===== config.mk =====
export PLATFORM = sky130hd
export DESIGN_NAME = distance_speed_mode_steering_unit_flat
export DESIGN_NICKNAME = d
export VERILOG_FILES = /design/src/design/dsms_pkg.sv /design/src/design/dsms_in_if.sv /design/src/design/dsms_out_if.sv /design/src/design/dsms_core.sv /design/src/design/distance_speed_mode_steering_unit.sv /design/src/flat_wrapper.sv
export SDC_FILE = /design/constraint.sdc
export NUM_CORES = 1
export LEC_CHECK = 0
export ABC_CLOCK_PERIOD_IN_PS = 3200
export BUFFER_PORTS_ARGS = -buffer_cell sky130_fd_sc_hd__clkbuf_2
export CELL_PAD_IN_SITES_DETAIL_PLACEMENT = 0
export CELL_PAD_IN_SITES_GLOBAL_PLACEMENT = 2
export CORE_MARGIN = 8
export CORE_UTILIZATION = 34
export CTS_CLUSTER_DIAMETER = 150
export CTS_CLUSTER_SIZE = 14
export DETAILED_ROUTE_END_ITERATION = 10
export GPL_TIMING_DRIVEN = 1
export PLACE_DENSITY_LB_ADDON = 0.1
export SLEW_MARGIN = 20
export SYNTH_ARGS = -nofsm -noshare
export SYNTH_HDL_FRONTEND = slang
export SYNTH_SLANG_ARGS = --single-unit

===== constraint.sdc =====
create_clock -name clk_i -period 3.2 [get_ports clk_i]
set_input_delay 0.32 -clock clk_i [delete_from_list [all_inputs] [get_ports clk_i]]
set_output_delay 0.32 -clock clk_i [all_outputs]
set_load 0.005 [all_outputs]

===== src/design/dsms_pkg.sv =====
package dsms_pkg;

  localparam int unsigned DistW    = 10;
  localparam int unsigned ValW     = 7;
  localparam int unsigned ApbAddrW = 4;
  localparam int unsigned ApbDataW = 32;

  localparam logic [ValW-1:0] ClampAbove = 7'd95;
  localparam logic [ValW-1:0] ClampValue = 7'd100;
  localparam logic [ValW-1:0] RampStep   = 7'd2;
  localparam logic [ValW-1:0] SpeedMax   = 7'd127;

  localparam logic [ValW-1:0] HighDistRst  = 7'd50;
  localparam logic [ValW-1:0] LowDistRst   = 7'd20;
  localparam logic [ValW-1:0] HighSpeedRst = 7'd90;
  localparam logic [ValW-1:0] LowSpeedRst  = 7'd40;

  typedef enum logic [1:0] {
    MODE_IDLE = 2'd0,
    MODE_HIGH = 2'd1,
    MODE_LOW  = 2'd2
  } mode_e;

  typedef enum logic [1:0] {
    STEER_NONE  = 2'd0,
    STEER_FWD   = 2'd1,
    STEER_RIGHT = 2'd2,
    STEER_LEFT  = 2'd3
  } steer_e;

  typedef enum logic [1:0] {
    REG_HIGH_DIST  = 2'd0,
    REG_LOW_DIST   = 2'd1,
    REG_HIGH_SPEED = 2'd2,
    REG_LOW_SPEED  = 2'd3
  } reg_idx_e;

  typedef struct packed {
    logic [ValW-1:0] high_distance;
    logic [ValW-1:0] low_distance;
    logic [ValW-1:0] high_speed;
    logic [ValW-1:0] low_speed;
  } cfg_t;

  typedef struct packed {
    logic [DistW-1:0] distance_cm;
    logic             left_black;
    logic             right_black;
  } item_t;

  typedef struct packed {
    logic [ValW-1:0] motor_speed;
    logic [1:0]      steer_command;
    logic            beep_on;
    logic [1:0]      next_mode;
    logic [ValW-1:0] shown_distance;
  } result_t;

endpackage


===== src/design/dsms_in_if.sv =====
interface dsms_in_if;
  import dsms_pkg::*;

  logic             valid;
  logic             ready;
  logic [DistW-1:0] distance_cm;
  logic             left_black;
  logic             right_black;

  modport source (output valid, output distance_cm, output left_black, output right_black,
                  input ready);
  modport sink   (input valid, input distance_cm, input left_black, input right_black,
                  output ready);
endinterface


===== src/design/dsms_out_if.sv =====
interface dsms_out_if;
  import dsms_pkg::*;

  logic            valid;
  logic            ready;
  logic [ValW-1:0] motor_speed;
  logic [1:0]      steer_command;
  logic            beep_on;
  logic [1:0]      next_mode;
  logic [ValW-1:0] shown_distance;

  modport source (output valid, output motor_speed, output steer_command, output beep_on,
                  output next_mode, output shown_distance, input ready);
  modport sink   (input valid, input motor_speed, input steer_command, input beep_on,
                  input next_mode, input shown_distance, output ready);
endinterface


===== src/design/dsms_core.sv =====
module dsms_core import dsms_pkg::*; (
  input  item_t           item_i,
  input  cfg_t            cfg_i,
  input  mode_e           mode_i,
  input  logic [ValW-1:0] speed_i,
  output mode_e           mode_o,
  output logic [ValW-1:0] speed_o,
  output result_t         result_o
);

  logic [ValW-1:0] dist_clamped;
  logic [ValW:0]   inc;
  logic [ValW-1:0] inc_sat;
  logic            above;
  logic            below;
  logic            band;
  logic            moving;
  steer_e          steer;
  logic            buzz;
  mode_e           next;
  logic [ValW-1:0] speed_nxt;

  always_comb begin
    dist_clamped = (item_i.distance_cm > DistW'(ClampAbove)) ? ClampValue
                                                            : item_i.distance_cm[ValW-1:0];
    inc     = {1'b0, speed_i} + {1'b0, RampStep};
    inc_sat = inc[ValW] ? SpeedMax : inc[ValW-1:0];
    above   = dist_clamped > cfg_i.high_distance;
    below   = dist_clamped < cfg_i.low_distance;
    band    = !above && !below;

    speed_nxt = speed_i;
    steer     = STEER_NONE;
    buzz      = 1'b0;
    next      = mode_i;
    moving    = 1'b1;

    unique case (mode_i)
      MODE_HIGH: begin
        speed_nxt = (speed_i >= cfg_i.high_speed) ? ClampValue : inc_sat;
        if (below) begin
          next = MODE_IDLE;
        end else if (band) begin
          next = MODE_LOW;
        end
      end
      MODE_LOW: begin
        if (speed_i < cfg_i.low_speed) begin
          speed_nxt = inc_sat;
        end else if (speed_i > cfg_i.low_speed) begin
          speed_nxt = speed_i - 7'd1;
        end
        if (above) begin
          next = MODE_HIGH;
        end else if (below) begin
          next = MODE_IDLE;
        end
      end
      default: begin
        // unused mode code falls here and behaves as idle
        moving    = 1'b0;
        speed_nxt = '0;
        buzz      = 1'b1;
        if (item_i.left_black && item_i.right_black) begin
          next = MODE_IDLE;
        end else if (above) begin
          next = MODE_HIGH;
        end else if (band) begin
          next = MODE_LOW;
        end else begin
          next = MODE_IDLE;
        end
      end
    endcase

    if (moving) begin
      unique case ({item_i.left_black, item_i.right_black})
        2'b00: begin
          steer = STEER_FWD;
        end
        2'b10: begin
          steer = STEER_RIGHT;
          buzz  = 1'b1;
        end
        2'b01: begin
          steer = STEER_LEFT;
          buzz  = 1'b1;
        end
        default: begin
          next = MODE_IDLE;
        end
      endcase
    end
  end

  assign mode_o                  = next;
  assign speed_o                 = speed_nxt;
  assign result_o.motor_speed    = speed_nxt;
  assign result_o.steer_command  = steer;
  assign result_o.beep_on        = buzz;
  assign result_o.next_mode      = next;
  assign result_o.shown_distance = dist_clamped;

endmodule


===== src/design/distance_speed_mode_steering_unit.sv =====
// Channel | Dir | Port  | Payload
// --------+-----+-------+-----------------------------------------------------------
// input   | in  | in_i  | distance_cm[9:0], left_black, right_black
// result  | out | out_o | motor_speed[6:0], steer_command[1:0], beep_on,
//         |     |       | next_mode[1:0], shown_distance[6:0]
// config  | in  | APB   | four 7-bit registers at byte offsets 0, 4, 8, 12
//
// One item per cycle sustained while the sink takes results; an item passes through the
// input register, then the result register holding the mode/speed update.
// The input register takes one more item while a result waits, so a stalled sink
// backs up the source only after two items are held.
// Reset clears mode to idle, speed to zero and loads the register defaults.
module distance_speed_mode_steering_unit import dsms_pkg::*; (
  input  logic                clk_i,
  input  logic                rst_ni,
  input  logic                psel,
  input  logic                penable,
  input  logic                pwrite,
  input  logic [ApbAddrW-1:0] paddr,
  input  logic [ApbDataW-1:0] pwdata,
  output logic [ApbDataW-1:0] prdata,
  output logic                pready,
  dsms_in_if.sink             in_i,
  dsms_out_if.source          out_o
);

  cfg_t            cfg_q;
  reg_idx_e        reg_idx;
  logic            cfg_wr;
  logic            s1_valid_q;
  item_t           s1_item_q;
  logic            out_valid_q;
  result_t         out_q;
  mode_e           mode_q;
  mode_e           mode_d;
  logic [ValW-1:0] speed_q;
  logic [ValW-1:0] speed_d;
  result_t         result_d;
  logic            advance;

  // configuration port
  assign pready  = 1'b1;
  assign reg_idx = reg_idx_e'(paddr[3:2]);
  assign cfg_wr  = psel && penable && pwrite;

  always_ff @(posedge clk_i or negedge rst_ni) begin
    if (!rst_ni) begin
      cfg_q.high_distance <= HighDistRst;
      cfg_q.low_distance  <= LowDistRst;
      cfg_q.high_speed    <= HighSpeedRst;
      cfg_q.low_speed     <= LowSpeedRst;
    end else if (cfg_wr) begin
      unique case (reg_idx)
        REG_HIGH_DIST:  cfg_q.high_distance <= pwdata[ValW-1:0];
        REG_LOW_DIST:   cfg_q.low_distance  <= pwdata[ValW-1:0];
        REG_HIGH_SPEED: cfg_q.high_speed    <= pwdata[ValW-1:0];
        REG_LOW_SPEED:  cfg_q.low_speed     <= pwdata[ValW-1:0];
        default: ;
      endcase
    end
  end

  always_comb begin
    unique case (reg_idx)
      REG_HIGH_DIST:  prdata = ApbDataW'(cfg_q.high_distance);
      REG_LOW_DIST:   prdata = ApbDataW'(cfg_q.low_distance);
      REG_HIGH_SPEED: prdata = ApbDataW'(cfg_q.high_speed);
      REG_LOW_SPEED:  prdata = ApbDataW'(cfg_q.low_speed);
      default:        prdata = '0;
    endcase
  end

  // pipeline handshake
  assign advance    = s1_valid_q && (!out_valid_q || out_o.ready);
  assign in_i.ready = !s1_valid_q || advance;

  always_ff @(posedge clk_i or negedge rst_ni) begin
    if (!rst_ni) begin
      s1_valid_q <= 1'b0;
    end else if (in_i.ready) begin
      s1_valid_q <= in_i.valid;
    end
  end

  always_ff @(posedge clk_i) begin
    if (in_i.ready && in_i.valid) begin
      s1_item_q.distance_cm <= in_i.distance_cm;
      s1_item_q.left_black  <= in_i.left_black;
      s1_item_q.right_black <= in_i.right_black;
    end
  end

  dsms_core u_core (
    .item_i   (s1_item_q),
    .cfg_i    (cfg_q),
    .mode_i   (mode_q),
    .speed_i  (speed_q),
    .mode_o   (mode_d),
    .speed_o  (speed_d),
    .result_o (result_d)
  );

  always_ff @(posedge clk_i or negedge rst_ni) begin
    if (!rst_ni) begin
      out_valid_q <= 1'b0;
      mode_q      <= MODE_IDLE;
      speed_q     <= '0;
    end else if (advance) begin
      out_valid_q <= 1'b1;
      mode_q      <= mode_d;
      speed_q     <= speed_d;
    end else if (out_o.ready) begin
      out_valid_q <= 1'b0;
    end
  end

  always_ff @(posedge clk_i) begin
    if (advance) begin
      out_q <= result_d;
    end
  end

  assign out_o.valid          = out_valid_q;
  assign out_o.motor_speed    = out_q.motor_speed;
  assign out_o.steer_command  = out_q.steer_command;
  assign out_o.beep_on        = out_q.beep_on;
  assign out_o.next_mode      = out_q.next_mode;
  assign out_o.shown_distance = out_q.shown_distance;

endmodule


===== src/flat_wrapper.sv =====
// flat-port wrapper written by rule: the top's interface ports become plain ports
module distance_speed_mode_steering_unit_flat import dsms_pkg::*;
  (clk_i, rst_ni, psel, penable, pwrite, paddr, pwdata, prdata, pready, in_i_valid, in_i_distance_cm, in_i_left_black, in_i_right_black, in_i_ready, out_o_valid, out_o_motor_speed, out_o_steer_command, out_o_beep_on, out_o_next_mode, out_o_shown_distance, out_o_ready);
  dsms_in_if in_i_i ();
  dsms_out_if out_o_i ();
  input  logic clk_i;
  input  logic rst_ni;
  input  logic psel;
  input  logic penable;
  input  logic pwrite;
  input  logic [ApbAddrW-1:0] paddr;
  input  logic [ApbDataW-1:0] pwdata;
  output logic [ApbDataW-1:0] prdata;
  output logic pready;
  input wire logic [$bits(in_i_i.valid)-1:0] in_i_valid;
  input wire logic [$bits(in_i_i.distance_cm)-1:0] in_i_distance_cm;
  input wire logic [$bits(in_i_i.left_black)-1:0] in_i_left_black;
  input wire logic [$bits(in_i_i.right_black)-1:0] in_i_right_black;
  output wire logic [$bits(in_i_i.ready)-1:0] in_i_ready;
  output wire logic [$bits(out_o_i.valid)-1:0] out_o_valid;
  output wire logic [$bits(out_o_i.motor_speed)-1:0] out_o_motor_speed;
  output wire logic [$bits(out_o_i.steer_command)-1:0] out_o_steer_command;
  output wire logic [$bits(out_o_i.beep_on)-1:0] out_o_beep_on;
  output wire logic [$bits(out_o_i.next_mode)-1:0] out_o_next_mode;
  output wire logic [$bits(out_o_i.shown_distance)-1:0] out_o_shown_distance;
  input wire logic [$bits(out_o_i.ready)-1:0] out_o_ready;
  assign in_i_i.valid = in_i_valid;
  assign in_i_i.distance_cm = in_i_distance_cm;
  assign in_i_i.left_black = in_i_left_black;
  assign in_i_i.right_black = in_i_right_black;
  assign in_i_ready = in_i_i.ready;
  assign out_o_valid = out_o_i.valid;
  assign out_o_motor_speed = out_o_i.motor_speed;
  assign out_o_steer_command = out_o_i.steer_command;
  assign out_o_beep_on = out_o_i.beep_on;
  assign out_o_next_mode = out_o_i.next_mode;
  assign out_o_shown_distance = out_o_i.shown_distance;
  assign out_o_i.ready = out_o_ready;
  distance_speed_mode_steering_unit u_core (.clk_i(clk_i), .rst_ni(rst_ni), .psel(psel), .penable(penable), .pwrite(pwrite), .paddr(paddr), .pwdata(pwdata), .prdata(prdata), .pready(pready), .in_i(in_i_i), .out_o(out_o_i));
endmodule

==> results of run 1 <==
==> critical path: cells and delay by family (launching register included) <==
family,cells,cell delay (ns)
AND/OR/NAND/NOR,4,1.28
AO/OA/AOI/OAI,3,0.58
flip-flops,1,0.45
adder cells (fa/ha/maj),1,0.32
==> power groups by stage <==
stage	clock network [mW]	registers, mW	logic (mW)
detailed placement	0	1.30	1.14
finish	0.916	1.27	1.13
global placement	0	1.29	1.14
floorplan	0	1.24	0.837
global route	0.980	1.30	1.30
CTS	0.951	1.28	1.15
==> cell families (layout without fill, tap and decap cells) <==
group,after synthesis,after routing,synth area share (%)
adders and majority gates,33,33,9.57
xor gates and xnor gates,8,8,1.62
and+or+nand+nor,112,112,14.3
buffers and inverters,70,113,8.67
other,2,26,0.174
AOI/OAI and AO/OA,80,80,12.4
muxes,27,27,8.84
DFF,70,70,44.5
==> state kept, by name, summed over array words and instances (netlist names) <==
name and count:
u_core.out_o.beep_on 1, u_core.cfg_q 28, u_core.out_o.next_mode 2, u_core.out_o.steer_command 2
u_core.speed_q 7, u_core.out_o.motor_speed 7, u_core.out_o.valid 1, u_core.s1_item_q 12
u_core.out_o.shown_distance 7, u_core.s1_valid_q 1, u_core.mode_q 2
==> metal layers <==
metal	up-vias	global-route usage (%)	share of wire, %
met2	56	21.4	47
met4	0	6.63	1.9
met5	-	0	0
met1	1453	17.0	47
met3	12	3.56	4.0
li1	1517	-	-
==> cell usage in the layout (no fill, tap or decap), drive strengths merged, types with 2 or more instances in the layout <==
cell	synthesis	layout
mux2	19	19
a21o	2	2
nand4	3	3
nor2b	7	7
nand3	10	10
o22ai	3	3
conb	2	26
a21boi	3	3
and2	4	4
a21oi	20	20
clkbuf	4	64
xor2	3	3
buf	32	9
nor3b	4	4
nand2	35	35
a211oi	3	3
a31oi	6	6
o2111ai	2	2
xnor2	5	5
nor2	17	17
nor4b	2	2
nor3	4	4
clkinv	1	6
dfrtp	28	28
and3	4	4
inv	33	33
mux4	7	7
nand4b	3	3
or2	5	5
nand2b	5	5
edfxtp	31	31
o21ai	26	26
or4	2	2
nand3b	3	3
dfstp	11	11
o211ai	8	8
ha	33	33
==> through the flow <==
step / power (mW) / util (%) / std cells / hold slack, ns
final: 3.32 / 39.8 / 641 / 0.0975
after global routing: 3.58 / 39.8 / 641 / 0.135
after CTS: 3.38 / 39.8 / 641 / 0.134
after detailed placement: 2.44 / 37.6 / 625 / 0.484
after global placement: 2.43 / 37.6 / 625 / 0.471
after floorplan: 2.08 / - / 426 / 0.0244
==> how the worst max path moves through the flow <==
stage | slack [ns] | end | from
6_report | 0.32 | u_core.out_o.next_mode[0]$_DFFE_PP_ | u_core.s1_item_q[11]$_DFFE_PP_
5_1_grt | 0.11 | u_core.out_o.next_mode[0]$_DFFE_PP_ | u_core.s1_item_q[11]$_DFFE_PP_
4_1_cts | 0.29 | u_core.out_o.next_mode[0]$_DFFE_PP_ | u_core.s1_item_q[11]$_DFFE_PP_
3_5_place_dp | 0.30 | u_core.out_o.next_mode[0]$_DFFE_PP_ | u_core.s1_item_q[11]$_DFFE_PP_
3_3_place_gp | 0.36 | u_core.out_o.next_mode[0]$_DFFE_PP_ | u_core.s1_item_q[11]$_DFFE_PP_
2_1_floorplan | 0.57 | u_core.out_o.next_mode[0]$_DFFE_PP_ | u_core.s1_item_q[8]$_DFFE_PP_
==> cell type report <==
cell class	instances	area (sq um)
tap	172	215
clock inverter	6	40.0
sequential	70	1920
timing repair buffer	63	335
inverter	34	128
multi-input combinational	286	2110
clock buffer	10	229
fill	1288	7540
==> summary.txt, run 1 <==
Status
  – Status: complete, no violations

Logic synthesis
  – Count of yosys warnings during synthesis: 0
  – Post-synth EDFFs: 31
  – Synthesized area per cell: ~11 sq um
  – Gate count of the mapped netlist: around 400
  – Yosys cell types: between 60 and 70
  – Post-synth ARST share: between 50% and 60%
  – Post-synthesis sequential area ratio: between 40 and 50%
  – Post-synth top cells: nand2_1, ha_1, inv_1
  – Yosys top cell by area: edfxtp_1
  – FF+latch count, synth: 70
  – Top-count cell post-synth: nand2_1
  – Area contributors post-synth: edfxtp_1, dfrtp_1, ha_1
  – Mapped Area: 4320 sq um
  – Dominant synthesized flop cell: edfxtp_1
  – Yosys top cell area share: 21.6%

Placed design
  – DP HPWL: slightly above 8000 microns
  – GPL Wtd Cong: about 0.8
  – Placed Area: approximately 4700 sq um
  – Dpl ws: 0.304 ns
  – I/O Buffers: 55

Drt
  – DR vias/cell: around 4.7
  – Drt wl/cell: 16.3 microns
  – Initial DRT Pass Iterations: 6
  – DR iter-0 viols: about 160
  – Vias: between 3000 and 4000
  – Final ANT Viol Nets: 0
  – DRC viols: 0
  – WL final: roughly 10000 microns

Floorplanning
  – Die W: approximately 130 microns
  – Initial core utilization: between 30% and 40%
  – Die area: 16600 sq um
  – Core ar.: 12500 sq um
  – Ports: approximately 110
  – Core Rows: between 40 and 50
  – Die Height: 129 microns

Min path
  – HP Class: primary input to asynchronous set/reset pin

Clocking
  – CTS Sinks: 70
  – Clk_lat worst skew: around 0.35 ns
  – Post-CTS Hold Buffers: 0
  – Reg clk slew, reported paths: ~0.060 ns
  – CTS tree: done
  – Root buffer cell: clkbuf_16
  – CTS buffer count: 9
  – Post-CTS setup buffers: 0
  – Clock buffer depth: 2
  – H-tree depth: 3
  – CTS resizes: 0

Critical path
  – CP arrival: around 3 ns
  – FF-to-FF End: u_core.out_o.next_mode[0]$_DFFE_PP_
  – R2R Setup Slk: approximately 0.32 ns
  – Worst-path fanout max: 5
  – Crit start category: flip-flop
  – Cells on worst reg2reg path: 8
  – CP Capture Type: flip-flop
  – Worst-path cell chain: or4_2, ha_1, a21oi_1, nor3b_1, o211a_1, nor3_4, nand4b_1, o211ai_1
  – WP data required: about 3.3 ns
  – Critical-path top delay cell: or4_2
  – Critical path class: flip-flop to flip-flop
  – Worst flop-to-flop path startpoint: u_core.s1_item_q[11]$_DFFE_PP_
  – Largest stage delay, worst path: between 0.7 and 0.8 ns

STA
  – Clock Skew: 0.00763 ns
  – Unrepaired setup endpoints after global routing: no
  – Worst setup margin: 0.317 ns
  – Worst slew pin tran: 0.931 ns
  – Final worst-path cycle share: 90.1%
  – Final hold viol count: 0
  – Tmin final: roughly 2.9 ns
  – Final setup violation count: 0
  – FMAX: around 350 MHz
  – Final setup TNS: 0 ns
  – Worst slew margin: 37.9%
  – Final slew viol count: 0

GRT
  – Congestion Overflow GR: 0
  – Vias in the first global route: ~3200
  – Total Routing Usage GR: a little over an eighth
  – Initial antenna violation count: 0
  – First-pass GRT wire length: roughly 17000 microns
  – Pin count of the biggest net entering global routing: 40

Layout
  – Layout area overhead: 15.4%
  – Layout cell share with drive strength beyond 1: between 20% and 30%
  – ANT cells: 0
  – Final nets: roughly 550
  – Final instance area: ~5000 sq um

Pwr
  – Int Power: 2.15 mW
  – Reg power frac: between 30% and 40%
  – Clock power frac: 27.6%
  – PwrDens: between 600 and 700 nW/um^2
  – Leak Pwr: about 2.1 nW
  – Sw Share: a little over a third
  – Switching power: between 1 and 1.5 mW
  – Peak supply drop: between 0.2 and 0.25 mV
  – Logic pwr share: between 30% and 40%

Run
  – Max_cap viols: 0
Note: power is estimated with default switching activity, not from simulation.
==> run 2: changes to the inputs <==
- CORE_UTILIZATION: 34 -> 35
- CTS_BUF_LIST: not set -> sky130_fd_sc_hd__clkbuf_8
==> summary.txt, run 2 (same netlist as run 1, synthesis figures left out) <==
Status
  – Status: complete, no violations

Layout
  – Post-Layout Cell Count: 616 (-3.9%)
  – Final instance area: 4880 sq um (-1.9%)
  – Fillers: 1210 (-6.1%)
  – Layout area overhead: 13.2%
  – Commonest non-fill, non-tap cell in the layout: clkbuf_2
  – Commonest non-fill, non-tap cells in the layout: clkbuf_2, inv_1, nand2_1
  – Layout cell share with drive strength beyond 1: 27.7% (-0.21 points)
  – FF+latch area: 1920 sq um (unchanged)
  – Fin util: 40.7% (+0.89 points)
  – Area of the multi-input gates: 2110 sq um (unchanged)
  – Flip-flop count of the largest register after layout: 28 (unchanged)
  – ANT cells: 0 (unchanged)
  – Top reg by flops: u_core.cfg_q
  – Biggest regs: u_core.cfg_q: 28 flops, u_core.s1_item_q: 12 flops
  – Final nets: 552 (unchanged)

Critical path
  – Top delay family on crit path: simple AND/OR/NAND/NOR gates
  – CP bufs+invs: 0 (unchanged)
  – Worst setup path start: u_core.s1_item_q[11]$_DFFE_PP_
  – Worst flop-to-flop path startpoint: u_core.s1_item_q[11]$_DFFE_PP_
  – CP Capture Type: flip-flop
  – Largest stage delay, worst path: 0.77 ns (+0.02 ns)
  – R2R Setup Slk: 0.34 ns (+0.02 ns)
  – FF-to-FF End: u_core.out_o.next_mode[0]$_DFFE_PP_
  – Worst-path fanout max: 5 (unchanged)
  – Cells on worst reg2reg path: 8 (unchanged)
  – WP data required: 3.29 ns (about the same)
  – Worst-path cell chain: or4_2, ha_1, a21oi_1, nor3b_1, o211a_1, nor3_4, nand4b_1, o211ai_1
  – Cell depth of the worst setup path: 8 (unchanged)
  – Critical-path top delay cell: or4_2
  – Crit start category: flip-flop
  – CP arrival: 2.96 ns (about the same)
  – Crit path to: u_core.out_o.next_mode[0]$_DFFE_PP_
  – Critical path class: flip-flop to flip-flop

Placed design
  – DP HPWL: 8300 microns (about the same)
  – Dpl ws: 0.333 ns (+0.0287 ns)
  – Placed Area: 4680 sq um (-0.66%)
  – GPL Wtd Cong: 0.777 (-0.89%)
  – Placed insts: 600 (-4.0%)
  – I/O Buffers: 55 (unchanged)

Drt
  – DRC viols: 0 (unchanged)
  – DR vias/cell: 5.03 (+6.1%)
  – Vias: 3098 (+2.0%)
  – Drt wl/cell: 17.9 microns (+10%)
  – Final ANT Viol Nets: 0 (unchanged)
  – Initial DRT Pass Iterations: 4 (-2)
  – DR iter-0 viols: 171 (+8.2%)
  – WL final: 11000 microns (+5.7%)

STA
  – Final setup violation count: 0 (unchanged)
  – Clock Skew: 0.0112 ns (+0.00355 ns)
  – FMAX: 349 MHz (+0.76%)
  – Final hold viol count: 0 (unchanged)
  – Unrepaired setup endpoints after global routing: no
  – Final slew viol count: 0 (unchanged)
  – Final worst-path cycle share: 89.4% (-0.68 points)
  – Worst slew pin tran: 0.939 ns (+0.00806 ns)
  – Worst slew margin: 37.4% (-0.54 points)
  – Tmin final: 2.86 ns (-0.0219 ns)
  – Hold_ws: 0.0812 ns (-0.0163 ns)
  – Worst setup margin: 0.339 ns (+0.0219 ns)
  – Final setup TNS: 0 ns (unchanged)

Floorplanning
  – Initial core utilization: 35.9% (+1.5 points)
  – Die W: 127 microns (-1.3%)
  – Ports: 109 (unchanged)
  – Die Height: 127 microns (-1.3%)
  – Die area: 16100 sq um (-2.5%)
  – Core Rows: 40 (-2.4%)
  – Core ar.: 12000 sq um (-4.0%)

Clocking
  – CTS buffer count: 9 (unchanged)
  – Root buffer cell: clkbuf_8
  – Clk_lat worst skew: 0.36 ns (about the same)
  – Clock buffer depth: 2 (unchanged)
  – CTS tree: done
  – Post-CTS setup buffers: 0 (unchanged)
  – H-tree depth: 3 (unchanged)
  – Reg clk slew, reported paths: 0.08 ns (+0.02 ns)
  – CTS resizes: 0 (unchanged)
  – Post-CTS Hold Buffers: 0 (unchanged)
  – CTS Sinks: 70 (unchanged)

GRT
  – First-pass GRT wire length: 17900 microns (+5.6%)
  – Pin count of the biggest net entering global routing: 40 (unchanged)
  – Vias in the first global route: 3187 (-0.56%)
  – Congestion Overflow GR: 0 (unchanged)
  – Initial antenna violation count: 0 (unchanged)
  – Total Routing Usage GR: 14.3% (+0.77 points)

Pwr
  – Peak supply drop: 0.250 mV (+2.0%)
  – Total Power: 3.19 mW (-4.1%)
  – Leak Pwr: 2.12 nW (-0.72%)
  – PwrDens: 652 nW/um^2 (-2.2%)

Run
  – Max_cap viols: 0 (unchanged)

Min path
  – HP Class: primary input to asynchronous set/reset pin
run 2: final cells by class:
class / instances / area share, %
flip-flops and latches: 70 / 39.3
inverters: 34 / 2.61
clock buffers: 9 / 2.54
well taps: 147 / 3.77
multi-input cells: 286 / 43.2
clock inverters: 7 / 1.69
repair buffers: 63 / 6.86
run 2: worst min-delay path by stage:
stage                                           endpoint  slack [ns]  depth (start not counted)
after floorplan              u_core.cfg_q[0]$_DFFE_PN0P_        0.02                          0
after global placement    u_core.out_o.valid$_DFFE_PN0P_        0.48                          1
after detailed placement  u_core.out_o.valid$_DFFE_PN0P_        0.50                          1
after CTS                  u_core.s1_item_q[6]$_DFFE_PP_        0.10                          1
after global routing       u_core.s1_item_q[6]$_DFFE_PP_        0.11                          1
final                      u_core.speed_q[2]$_DFFE_PN0P_        0.08                          1
run 2: power breakdown:
group | internal [mW] | switching, mW | leakage (nW)
Combinational | 0.478 | 0.672 | 1.25
Sequential | 1.13 | 0.131 | 0.762
Clock | 0.429 | 0.342 | 0.115
run 2: metal layers:
layer	vias to the layer above	share of wire (%)	GRT usage, %
met1	1484	47	19.0
met2	83	45	21.7
met4	0	1.5	4.90
met3	13	6.8	4.45
li1	1518	-	-
met5	-	0	0
